## src/rtl/core/dpfa_pkg.sv

```systemverilog
// shared constants, register codes and types of the dual ppm frame assembler
package dpfa_pkg;

  localparam int NUM_CHANNELS = 8;
  localparam int NUM_SOURCES  = 2;
  localparam int STORE_SLOTS  = 8;
  localparam int SLOT_W       = $clog2(STORE_SLOTS);
  localparam int IDX_W        = 4;
  localparam int CHAN_W       = 12;
  localparam int GAP_W        = 16;
  localparam int SEP_W        = 10;
  localparam int MINV_W       = 4;
  localparam int SUM_W        = GAP_W + 1;
  localparam int CFG_W        = 16;
  localparam int CFGI_W       = 3;

  localparam logic [CHAN_W-1:0] NEUTRAL_US    = CHAN_W'(1500);
  localparam logic [GAP_W-1:0]  RST_SYNC_THR  = GAP_W'(2500);
  localparam logic [SEP_W-1:0]  RST_SEPARATOR = SEP_W'(300);
  localparam logic [CHAN_W-1:0] RST_CLAMP_LO  = CHAN_W'(800);
  localparam logic [CHAN_W-1:0] RST_CLAMP_HI  = CHAN_W'(2200);
  localparam logic [MINV_W-1:0] RST_MIN_VALID = MINV_W'(4);

  // register indexes of the configuration port
  localparam logic [CFGI_W-1:0] REG_SYNC_THR  = CFGI_W'(0);
  localparam logic [CFGI_W-1:0] REG_SEPARATOR = CFGI_W'(1);
  localparam logic [CFGI_W-1:0] REG_CLAMP_LO  = CFGI_W'(2);
  localparam logic [CFGI_W-1:0] REG_CLAMP_HI  = CFGI_W'(3);
  localparam logic [CFGI_W-1:0] REG_MIN_VALID = CFGI_W'(4);

  typedef struct packed {
    logic [GAP_W-1:0]  sync_thr;
    logic [SEP_W-1:0]  separator;
    logic [CHAN_W-1:0] clamp_lo;
    logic [CHAN_W-1:0] clamp_hi;
    logic [MINV_W-1:0] min_valid;
  } cfg_t;

  // one classified item on its way to the back end
  typedef struct packed {
    logic              src;
    logic              sync;
    logic [CHAN_W-1:0] val;
  } op_t;

  typedef logic [STORE_SLOTS-1:0][CHAN_W-1:0] frame_t;
  typedef frame_t [NUM_SOURCES-1:0] pair_t;

endpackage

```

## src/rtl/core/dual_ppm_frame_assembler.sv

```systemverilog
// top level of the dual ppm frame assembler
// Input channel: push with source_sel and gap_us; an item is taken when push is
// high and full is low. Each item is a measured gap of one of two ppm sources.
// Result channel: while empty is low the oldest result is on source_id, last and
// chan_0..chan_7; pop with empty low takes it. Results always come in pairs:
// source 0 with last low, then source 1 with last high.
// Configuration: cfg_we writes cfg_data to register cfg_index at the clock edge
// (0 sync threshold, 1 separator, 2 clamp low, 3 clamp high, 4 min channels).
// Path: with both queues empty, a pair reaches the result ports once the closing
// item has passed the command queue and the pair is written into the result queue.
// Throughput: one item per cycle into a 2-entry command queue while full is low;
// the back end applies one item per cycle while the 2-pair result queue has
// room, and a pair leaves as two results, source 0 then source 1.
// Reset (rst, synchronous): registers to defaults, store entries to 1500, slot
// indexes and fresh marks cleared, both queues emptied.
// When the receiver stalls, the result queue fills, the back end stops, and
// full rises once the command queue is full.
module dual_ppm_frame_assembler
  import dpfa_pkg::*;
(
  input  logic              clk,
  input  logic              rst,
  input  logic              push,
  output logic              full,
  input  logic              source_sel,
  input  logic [GAP_W-1:0]  gap_us,
  output logic              empty,
  input  logic              pop,
  output logic              source_id,
  output logic              last,
  output logic [CHAN_W-1:0] chan_0,
  output logic [CHAN_W-1:0] chan_1,
  output logic [CHAN_W-1:0] chan_2,
  output logic [CHAN_W-1:0] chan_3,
  output logic [CHAN_W-1:0] chan_4,
  output logic [CHAN_W-1:0] chan_5,
  output logic [CHAN_W-1:0] chan_6,
  output logic [CHAN_W-1:0] chan_7,
  input  logic              cfg_we,
  input  logic [CFGI_W-1:0] cfg_index,
  input  logic [CFG_W-1:0]  cfg_data
);

  cfg_t   cfg;
  logic   q_full;
  logic   q_wr;
  op_t    q_op;
  logic   q_empty;
  logic   q_rd;
  op_t    q_rd_op;
  logic   pair_full;
  logic   pair_push;
  pair_t  pair_data;
  logic   half;
  frame_t frame;

  always_ff @(posedge clk) begin
    if (rst) begin
      cfg.sync_thr  <= RST_SYNC_THR;
      cfg.separator <= RST_SEPARATOR;
      cfg.clamp_lo  <= RST_CLAMP_LO;
      cfg.clamp_hi  <= RST_CLAMP_HI;
      cfg.min_valid <= RST_MIN_VALID;
    end else if (cfg_we) begin
      case (cfg_index)
        REG_SYNC_THR:  cfg.sync_thr  <= cfg_data;
        REG_SEPARATOR: cfg.separator <= cfg_data[SEP_W-1:0];
        REG_CLAMP_LO:  cfg.clamp_lo  <= cfg_data[CHAN_W-1:0];
        REG_CLAMP_HI:  cfg.clamp_hi  <= cfg_data[CHAN_W-1:0];
        REG_MIN_VALID: cfg.min_valid <= cfg_data[MINV_W-1:0];
        default: ;
      endcase
    end
  end

  dpfa_front u_front (
    .rst        (rst),
    .push       (push),
    .full       (full),
    .source_sel (source_sel),
    .gap_us     (gap_us),
    .cfg        (cfg),
    .q_full     (q_full),
    .q_wr       (q_wr),
    .q_op       (q_op)
  );

  dpfa_cmdq u_cmdq (
    .clk   (clk),
    .rst   (rst),
    .wr    (q_wr),
    .wr_op (q_op),
    .full  (q_full),
    .rd    (q_rd),
    .empty (q_empty),
    .rd_op (q_rd_op)
  );

  dpfa_back u_back (
    .clk       (clk),
    .rst       (rst),
    .min_valid (cfg.min_valid),
    .cmd_empty (q_empty),
    .cmd_op    (q_rd_op),
    .cmd_rd    (q_rd),
    .pair_full (pair_full),
    .pair_push (pair_push),
    .pair_data (pair_data)
  );

  dpfa_outq u_outq (
    .clk       (clk),
    .rst       (rst),
    .push      (pair_push),
    .push_data (pair_data),
    .full      (pair_full),
    .empty     (empty),
    .pop       (pop),
    .half      (half),
    .frame     (frame)
  );

  assign source_id = half;
  assign last      = half;
  assign chan_0    = frame[0];
  assign chan_1    = frame[1];
  assign chan_2    = frame[2];
  assign chan_3    = frame[3];
  assign chan_4    = frame[4];
  assign chan_5    = frame[5];
  assign chan_6    = frame[6];
  assign chan_7    = frame[7];

endmodule

```

## src/rtl/core/dpfa_front.sv

```systemverilog
// front end: classifies each gap as sync or channel and clamps the channel value
module dpfa_front
  import dpfa_pkg::*;
(
  input  logic             rst,
  input  logic             push,
  output logic             full,
  input  logic             source_sel,
  input  logic [GAP_W-1:0] gap_us,
  input  cfg_t             cfg,
  input  logic             q_full,
  output logic             q_wr,
  output op_t              q_op
);

  logic [SUM_W-1:0] sum;
  logic [SUM_W-1:0] raised;
  logic [SUM_W-1:0] lowered;

  always_comb begin
    sum = SUM_W'(gap_us) + SUM_W'(cfg.separator);
    raised = (sum < SUM_W'(cfg.clamp_lo)) ? SUM_W'(cfg.clamp_lo) : sum;
    // crossed bounds end up at clamp_hi, as the upper clamp comes last
    lowered = (raised > SUM_W'(cfg.clamp_hi)) ? SUM_W'(cfg.clamp_hi) : raised;
  end

  assign full = q_full;
  assign q_wr = push && !q_full && !rst;
  assign q_op = '{src: source_sel, sync: (gap_us > cfg.sync_thr),
                  val: lowered[CHAN_W-1:0]};

endmodule

```

## src/rtl/core/dpfa_cmdq.sv

```systemverilog
// two-entry queue of classified items between front and back end
module dpfa_cmdq
  import dpfa_pkg::*;
(
  input  logic clk,
  input  logic rst,
  input  logic wr,
  input  op_t  wr_op,
  output logic full,
  input  logic rd,
  output logic empty,
  output op_t  rd_op
);

  op_t        entry [2];
  logic       wp;
  logic       rp;
  logic [1:0] cnt;

  assign full  = (cnt == 2'd2);
  assign empty = (cnt == 2'd0);
  assign rd_op = entry[rp];

  always_ff @(posedge clk) begin
    if (rst) begin
      wp  <= 1'b0;
      rp  <= 1'b0;
      cnt <= 2'd0;
    end else begin
      if (wr) begin
        wp <= ~wp;
      end
      if (rd) begin
        rp <= ~rp;
      end
      cnt <= cnt + 2'(wr) - 2'(rd);
    end
  end

  always_ff @(posedge clk) begin
    if (wr) begin
      entry[wp] <= wr_op;
    end
  end

endmodule

```

## src/rtl/core/dpfa_back.sv

```systemverilog
// back end: keeps slot indexes, channel store and fresh marks, hands out frame pairs
module dpfa_back
  import dpfa_pkg::*;
(
  input  logic              clk,
  input  logic              rst,
  input  logic [MINV_W-1:0] min_valid,
  input  logic              cmd_empty,
  input  op_t               cmd_op,
  output logic              cmd_rd,
  input  logic              pair_full,
  output logic              pair_push,
  output pair_t             pair_data
);

  frame_t                 store    [NUM_SOURCES];
  logic [IDX_W-1:0]       slot_idx [NUM_SOURCES];
  logic [NUM_SOURCES-1:0] fresh;
  logic [NUM_SOURCES-1:0] fresh_next;
  logic [IDX_W-1:0]       cur_idx;
  logic                   end_frame;

  // only take an item when a whole pair could still be queued
  assign cmd_rd = !cmd_empty && !pair_full;

  always_comb begin
    cur_idx    = slot_idx[cmd_op.src];
    end_frame  = cmd_op.sync || (cur_idx >= IDX_W'(NUM_CHANNELS));
    fresh_next = fresh;
    if (cmd_rd && end_frame && (cur_idx >= IDX_W'(min_valid))) begin
      fresh_next[cmd_op.src] = 1'b1;
    end
    pair_push = cmd_rd && (&fresh_next);
  end

  // a pair only completes on a frame-ending item, so the store is unchanged this cycle
  always_comb begin
    for (int s = 0; s < NUM_SOURCES; s++) begin
      pair_data[s] = store[s];
    end
  end

  always_ff @(posedge clk) begin
    if (rst) begin
      fresh <= '0;
      for (int s = 0; s < NUM_SOURCES; s++) begin
        slot_idx[s] <= '0;
        for (int c = 0; c < STORE_SLOTS; c++) begin
          store[s][c] <= NEUTRAL_US;
        end
      end
    end else begin
      fresh <= pair_push ? '0 : fresh_next;
      if (cmd_rd) begin
        if (end_frame) begin
          slot_idx[cmd_op.src] <= '0;
        end else begin
          store[cmd_op.src][cur_idx[SLOT_W-1:0]] <= cmd_op.val;
          slot_idx[cmd_op.src] <= cur_idx + IDX_W'(1);
        end
      end
    end
  end

endmodule

```

## src/rtl/core/dpfa_outq.sv

```systemverilog
// result queue of frame pairs, shown as source 0 then source 1
module dpfa_outq
  import dpfa_pkg::*;
(
  input  logic   clk,
  input  logic   rst,
  input  logic   push,
  input  pair_t  push_data,
  output logic   full,
  output logic   empty,
  input  logic   pop,
  output logic   half,
  output frame_t frame
);

  pair_t      entry [2];
  logic       wp;
  logic       rp;
  logic [1:0] cnt;
  logic       pop_ok;
  logic       retire;

  assign full   = (cnt == 2'd2);
  assign empty  = (cnt == 2'd0);
  assign pop_ok = pop && !empty;
  assign retire = pop_ok && half;
  assign frame  = entry[rp][half];

  always_ff @(posedge clk) begin
    if (rst) begin
      wp   <= 1'b0;
      rp   <= 1'b0;
      cnt  <= 2'd0;
      half <= 1'b0;
    end else begin
      if (push) begin
        wp <= ~wp;
      end
      if (pop_ok) begin
        half <= ~half;
      end
      if (retire) begin
        rp <= ~rp;
      end
      cnt <= cnt + 2'(push) - 2'(retire);
    end
  end

  always_ff @(posedge clk) begin
    if (push) begin
      entry[wp] <= push_data;
    end
  end

endmodule

```

## config.mk

```make
export PLATFORM = sky130hd
export DESIGN_NAME = dual_ppm_frame_assembler
export DESIGN_NICKNAME = d
export VERILOG_FILES = /design/src/rtl/core/dpfa_pkg.sv /design/src/rtl/core/dual_ppm_frame_assembler.sv /design/src/rtl/core/dpfa_front.sv /design/src/rtl/core/dpfa_cmdq.sv /design/src/rtl/core/dpfa_back.sv /design/src/rtl/core/dpfa_outq.sv
export SDC_FILE = /design/constraint.sdc
export NUM_CORES = 1
export LEC_CHECK = 0
export BUFFER_PORTS_ARGS = -buffer_cell sky130_fd_sc_hd__buf_4
export CORE_MARGIN = 2
export CORE_UTILIZATION = 25
export CTS_BUF_LIST = sky130_fd_sc_hd__clkbuf_16
export CTS_CLUSTER_DIAMETER = 150
export DETAILED_ROUTE_END_ITERATION = 16
export PLACE_DENSITY = 0.37
export SETUP_SLACK_MARGIN = 0.2
export SLEW_MARGIN = 20
export SYNTH_ARGS = -nofsm -noshare
export SYNTH_HDL_FRONTEND = slang
export SYNTH_SLANG_ARGS = --single-unit
```

## constraint.sdc

```tcl
create_clock -name clk -period 21.7 [get_ports clk]
set_input_delay 3.255 -clock clk [delete_from_list [all_inputs] [get_ports clk]]
set_output_delay 3.255 -clock clk [all_outputs]
set_load 0.03 [all_outputs]
```

---- Word-level counts from Yosys, hierarchy flattened ----
Memories as Yosys holds them, arrays and structs flattened. A register that Yosys moved wholly into a read port is not among the register bits.
Index checks and enable logic that the tools add are counted.
word-level totals
  flip-flop bits (word level) ............. 65
  memory bits (writable) .................. 612
  memories kept ........................... 4
cells by class
  add/subtract/negate cells ............... 6
  magnitude comparators ................... 10
  equal/unequal tests ..................... 6
  multiplexer cells ....................... 35
  bitwise operators ....................... 7
  reductions and logical operators ........ 28
memories
  name             depth  width  read ports  clocked after Yosys merged registers in  wr ports  RTL line         source
  u_outq.entry     2      192    1           1                                        1         dpfa_outq.sv:16  pair_t entry [2];
  u_back.store     2      96     2           0                                        2         dpfa_back.sv:16  frame_t store [NUM_SOURCES];
  u_cmdq.entry     2      14     1           1                                        1         dpfa_cmdq.sv:15  op_t entry [2];
  u_back.slot_idx  2      4      1           0                                        2         dpfa_back.sv:17  logic [IDX_W-1:0] slot_idx [NUM_SOURCES];
operators by type and width
  kind                   number
  $mux W96               5
  $reduce_or A96 Y1      1
  $demux W12 S3          1
  $mux W12               2
  $mux W1                22
  $add A16 B10 Y17       1
  $gt A17 B12 Y1         1
  $lt A17 B12 Y1         1
  $mux W17               1
  $gt A16 B16 Y1         1
  $reduce_and A2 Y1      6
  $logic_and A1 B1 Y1    10
  $mux W4                2
  $eq A3 B2 Y1 const B   2
  $logic_not A1 Y1       5
  $not A1 Y1             5
  $add A2 B1 Y2          2
  $add A4 B1 Y4 const B  1
  $eq A2 B2 Y1 const B   2
  $ge A4 B4 Y1           1
  $ge A4 B4 Y1 const B   1
  $logic_not A2 Y1       2
  $lt A1 B2 Y1 const B   2
  $lt A3 B4 Y1 const B   1
  13 further kinds       14

---- Logic depth before layout (Yosys ltp) ----
  word-level depth ........................ 10
  mapped depth ............................ 24
  mapped depth without buffers ............ 22

---- Cells and area by module ----
From an unflattened synthesis, not the netlist that was laid out.
second synthesis, totals
  cell total of the unflattened synthesis .. 1504
  area, all modules ....................... 27156.0 µm²
modules (own cells, without submodules)
  module                    times used  cells an instance  area an instance (µm²)  sequential area each (µm²)
  dpfa_outq                 1           530                14129.8                 11651.2
  dpfa_back                 1           451                7592.3                  6045.8
  dual_ppm_frame_assembler  1           214                2222.1                  1081.0
  dpfa_front                1           245                1985.7                  0.0
  dpfa_cmdq                 1           64                 1226.2                  940.9

---- Worst setup path before layout ----
No wires, ideal clock.
  kind .................................... register to register
  start point ............................. register (tool-made name)
  end point ............................... memory u_outq.entry[0][0] (netlist bit) (enable)
  arrival ................................. 10815 ps
  required time ........................... 20930 ps
  path slack .............................. 10115 ps
  cell stages (with the launch flop) ...... 11
  buffers on the path ..................... 1
  period minus slack after synthesis ...... 11585 ps
  cells stage by stage .................... dfxtp_1 buf_2 mux2_4 mux2i_1 inv_1 ha_1 a21oi_1 o21ai_0 nand2_1 o211ai_1 nor2b_1
RTL lines
  element           RTL line
  end: declaration  dpfa_outq.sv:16

==> summary.md <==
The share of synthesized registers carrying an async set or reset is 0. The logs give 0 for the number of resized instances in the post-cts repair step and 0.3018 for the tightest slew margin relative to the limit. After the last flow step, the layout net total stands at 1813. In the final routing, the length of wire on met1 measures 29410 µm. Total leakage power: 10.33 nW. The share of post-route cells with drive strength above 1 was 0.2296. The layout-stage area growth over the synthesis result was 21.14%; the source-to-sink clock delay at the later pin of the worst-skew pair was 640 ps. TritonCTS built the clock tree. The tree built by TritonCTS fans out to 679 sinks. 141 I/O pins were placed. The number of buffer cells added on primary ports is 140, and the aggregate negative setup slack is 0 ps. Remaining antenna violation count after routing: 0.

The endpoint required time on the critical path was 22060 ps; the wire length on met3 was 3511 µm. In this run the cell area of the synthesized design comes to 26260 µm². Setup repair after global routing left no endpoint under its margin. In the synthesized netlist the dominant register cell turns out to be edfxtp_1. The tool flagged a number of max-cap violations equal to 0. The clock transition at the register clock pins on the worst setup and hold paths after CTS works out to 60 ps. The met2 routed wirelength was 35210 µm; the diode insertion count for antenna repair was 0. Clock tree synthesis selected as its root buffer the cell clkbuf_16. Across all hold checks on the routed design, the worst slack comes to 412.0 ps.

Worst clock skew: 35.56 ps. In this run the worst path has a maximum fanout of 13. The run gives 103800 µm² as the placeable core region.

Summed over all instances, the cell type with the most area after synthesis is edfxtp_1. The tools report the total congestion overflow as 0. The detailed-routing iteration count for the pre-antenna-repair pass came out at 5. The pin slew with the least headroom to its limit was 1047 ps.

The hold buffer count at CTS is 0, and the half-perimeter wire length after detailed placement is 43030 µm. The proportion of synthesized chip area in sequential cells was 0.7509; the fraction of the mapped netlist area in adder cells was 0.02840. The peak per-stage delay on the critical path was 590 ps; the mean area per synthesized cell was 17.43 µm². Timing would allow up to 112.4 MHz.

The post-synthesis share of cell area spent on and, or, nand and nor gates is 0.05584. The clock tree synthesis step divided the H-tree into 3 levels. The x dimension of the die was 328.1 µm.

For the sum of routed wire length over all layers, the log shows 70000 µm. The worst path in the final design needs a cycle of 8898 ps, including I/O delays and setup. Class of the most critical setup path: input port to flop. The synthesized design contains 679 register bits. The number of core rows came out at 118. The largest family of logic cells by synthesized area is multiplexers. STA classifies the critical path endpoint as a flop.

The number of different library cells used by synthesis comes to 58. The initial antenna violation count is 3, and the via count normalized by instance count is 4.293. Among all stages on the critical path, the largest delay is contributed by nand3_1. The area fraction of the dominant cell type after synthesis was 0.6998; the violation count after the first detailed-routing iteration was 936.

The run finished with clean final reports. STA classifies the critical path startpoint as an input port. Entering global routing, the biggest net connects 72 pins.

In the routed design, unresolved DRC markers number 0. In this run, CTS created clock tree buffers numbering 81. In this design, the critical path's most frequently occurring cell is ha_1. The worst min-delay path category is flop to flop.

The height of the die is 328.1 µm. The multiplexer share of the synthesized area came out at 0.1092. The run gives 1507 as the gate count after technology mapping. Counting along the longest clock path gives a buffer depth of 3. Highest routed metal layer: met5. The number of enable flip-flop cells after synthesis came out at 612. Walking the worst path, the cells encountered are buf_4, ha_1, fa_1, a21o_1, a221oi_2, or3_1, nand2_1, xor2_1, ha_1, o21a_1, o21ai_0, nand2b_1, o21ai_1, buf_4, and3_1, mux2_1, ha_1, a211oi_1, nor2_1, nor3_1, o21ai_0, o221ai_1, nand3_1, mux2_2. Dividing total power by cell area gives a power density of 99.18 nW/µm². The count of warnings emitted by yosys came out at 0. Total global routing track utilization: 0.1307.

Counting every net in the synthesized netlist gives 1607. The number of slew-limit violations in the final report is 0, and the compound-cell area share of the yosys netlist is 0.03235. The total via count after detailed routing came out at 13550. Yosys attributes the largest share of cell area to edfxtp_1 70%, mux4_2 8.2%, dfxtp_1 5.1%, ha_1 2.8%, nand2_1 2.2%. In this run the post-CTS setup repair buffer count came out at 0. The post-detailed-route wirelength per cell was 22.17 µm; the worst vdd rail ir drop was 0.05051 mV. The post-route clock period utilization is 0.4100. The first global-routing pass estimated 101000 µm of wire. The number of global-route vias before repair is 14590.

Starting utilization of the core area: 0.2530. Setup violations remaining at the end of the flow were counted as 0. Weighted congestion reported at the end of routability-driven placement: 0.7615. Xor and xnor fraction of the mapped netlist area: 0.006670.

The logs give 9260 ps for the arrival time at the worst endpoint and 0 for the number of hold violations in the final report. The floorplan step defined a die boundary enclosing 107700 µm².
==> cells in the final DEF, fill, tap and decap left out, drive strengths merged, types with 8 or more instances in the layout <==
cell type and count:
nor2b 12, nand4 8, clkinv 35, dfxtp 67, o211ai 10, ha 58, a21o 8, mux2i 53
and2 8, mux2 14, a21oi 50, mux4 96, edfxtp 612, inv 77, clkbuf 83, nor2 102
o21ai 34, nor3 16, xnor2 14, nand2b 9, buf 178, a211o 8, nand2 153
==> logic make-up after synthesis <==
family / after synthesis
flip-flops: 679
AND/OR/NAND/NOR: 336
multiplexers: 163
AO/OA/AOI/OAI: 137
buffers and inverters: 113
adder cells (fa/ha/maj): 59
XOR/XNOR: 20
==> sequential cells by signal (all words and copies together), names as in the netlist, 2 cells and up, named ones only <==
name             flops
u_outq.entry       384
u_back.store       192
cfg                 54
u_cmdq.entry        28
u_back.slot_idx      8
u_back.fresh         2
u_cmdq.cnt           2
u_outq.cnt           2
==> through the flow <==
stage | setup slack (ps) | area (µm²) | util | power [mW] | instances
final | 12800 | 31810 | 0.3065 | 3.155 | 3157
after detailed placement | 12120 | 29170 | 0.2811 | 1.867 | 3010
after floorplan | 10120 | 26260 | - | 1.699 | 1507
after global routing | 12330 | 31810 | 0.3065 | 3.286 | 3157
after CTS | 12780 | 31810 | 0.3065 | 3.214 | 3157
after global placement | 12220 | 29170 | 0.2810 | 1.863 | 3010
==> Yosys cell counts (all sizes together), types with 2 or more instances <==
master   instances
dfxtp           67
nor2           102
a31oi            3
xnor2           14
nand4            8
a41oi            2
mux4            96
nor4             4
o211ai          10
or4              4
mux2i           53
nor3b            2
xor2             6
nand3            7
mux2            14
ha              58
and2             8
a21oi           50
o21a             4
nor3            16
nand2b           9
buf             22
o21bai           2
inv             58
a211o            8
o21ai           34
edfxtp         612
o221ai           2
nand2          153
a21o             8
o2bb2ai          3
a211oi           2
and3             7
clkbuf          33
nor2b           12
==> metal layers <==
layer	GRT usage	vias to the layer above
met5	0	-
met4	0.03929	2
met3	0.02953	107
met2	0.2262	291
met1	0.1620	6941
li1	-	6212
==> where the power goes <==
group | switching, mW | leakage, nW | total, mW | internal (mW)
clock network | 0.546 | 1.34 | 1.33 | 0.781
logic | 0.226 | 3.11 | 0.323 | 0.0965
registers | 0.0212 | 5.87 | 1.51 | 1.48
total | 0.793 | 10.3 | 3.16 | 2.36
==> area by class of cell <==
| cell class | instances | area, µm² |
|---|---|---|
| inverters | 58 | 217.7 |
| well taps | 1380 | 1727 |
| fillers | 10160 | 71980 |
| flip-flops and latches | 679 | 19730 |
| clock inverters | 64 | 559.3 |
| repair buffers | 178 | 1336 |
| clock buffers | 83 | 2077 |
| multi-input cells | 715 | 6168 |
==> worst max-delay path, delay by kind of cell <==
| family | cells | cell delay [ps] |
|---|---|---|
| fa+ha+maj | 4 | 1230 |
| buf+inv | 2 | 370 |
| xor+xnor | 1 | 280 |
| compound gates | 8 | 1460 |
| simple gates | 7 | 1740 |
| mux | 2 | 900 |
==> final timing paths <==
| kind | from | end | slack (ps) | cells after the start |
|---|---|---|---|---|
| setup / recovery | gap_us[0] | u_cmdq.entry[0][0]$_DFFE_PP_ | 12800 | 24 |
| hold / removal | u_back.store[1][16]$_DFFE_PP_ | u_outq.entry[0][112]$_DFFE_PP_ | 410 | 0 |
| setup reg to reg | cfg[28]$_SDFFE_PP0P_ | u_cmdq.entry[0][0]$_DFFE_PP_ | 15260 | 23 |
| hold reg to reg | u_back.store[1][16]$_DFFE_PP_ | u_outq.entry[0][112]$_DFFE_PP_ | 410 | 0 |
Note: power is estimated with default switching activity, not from simulation.
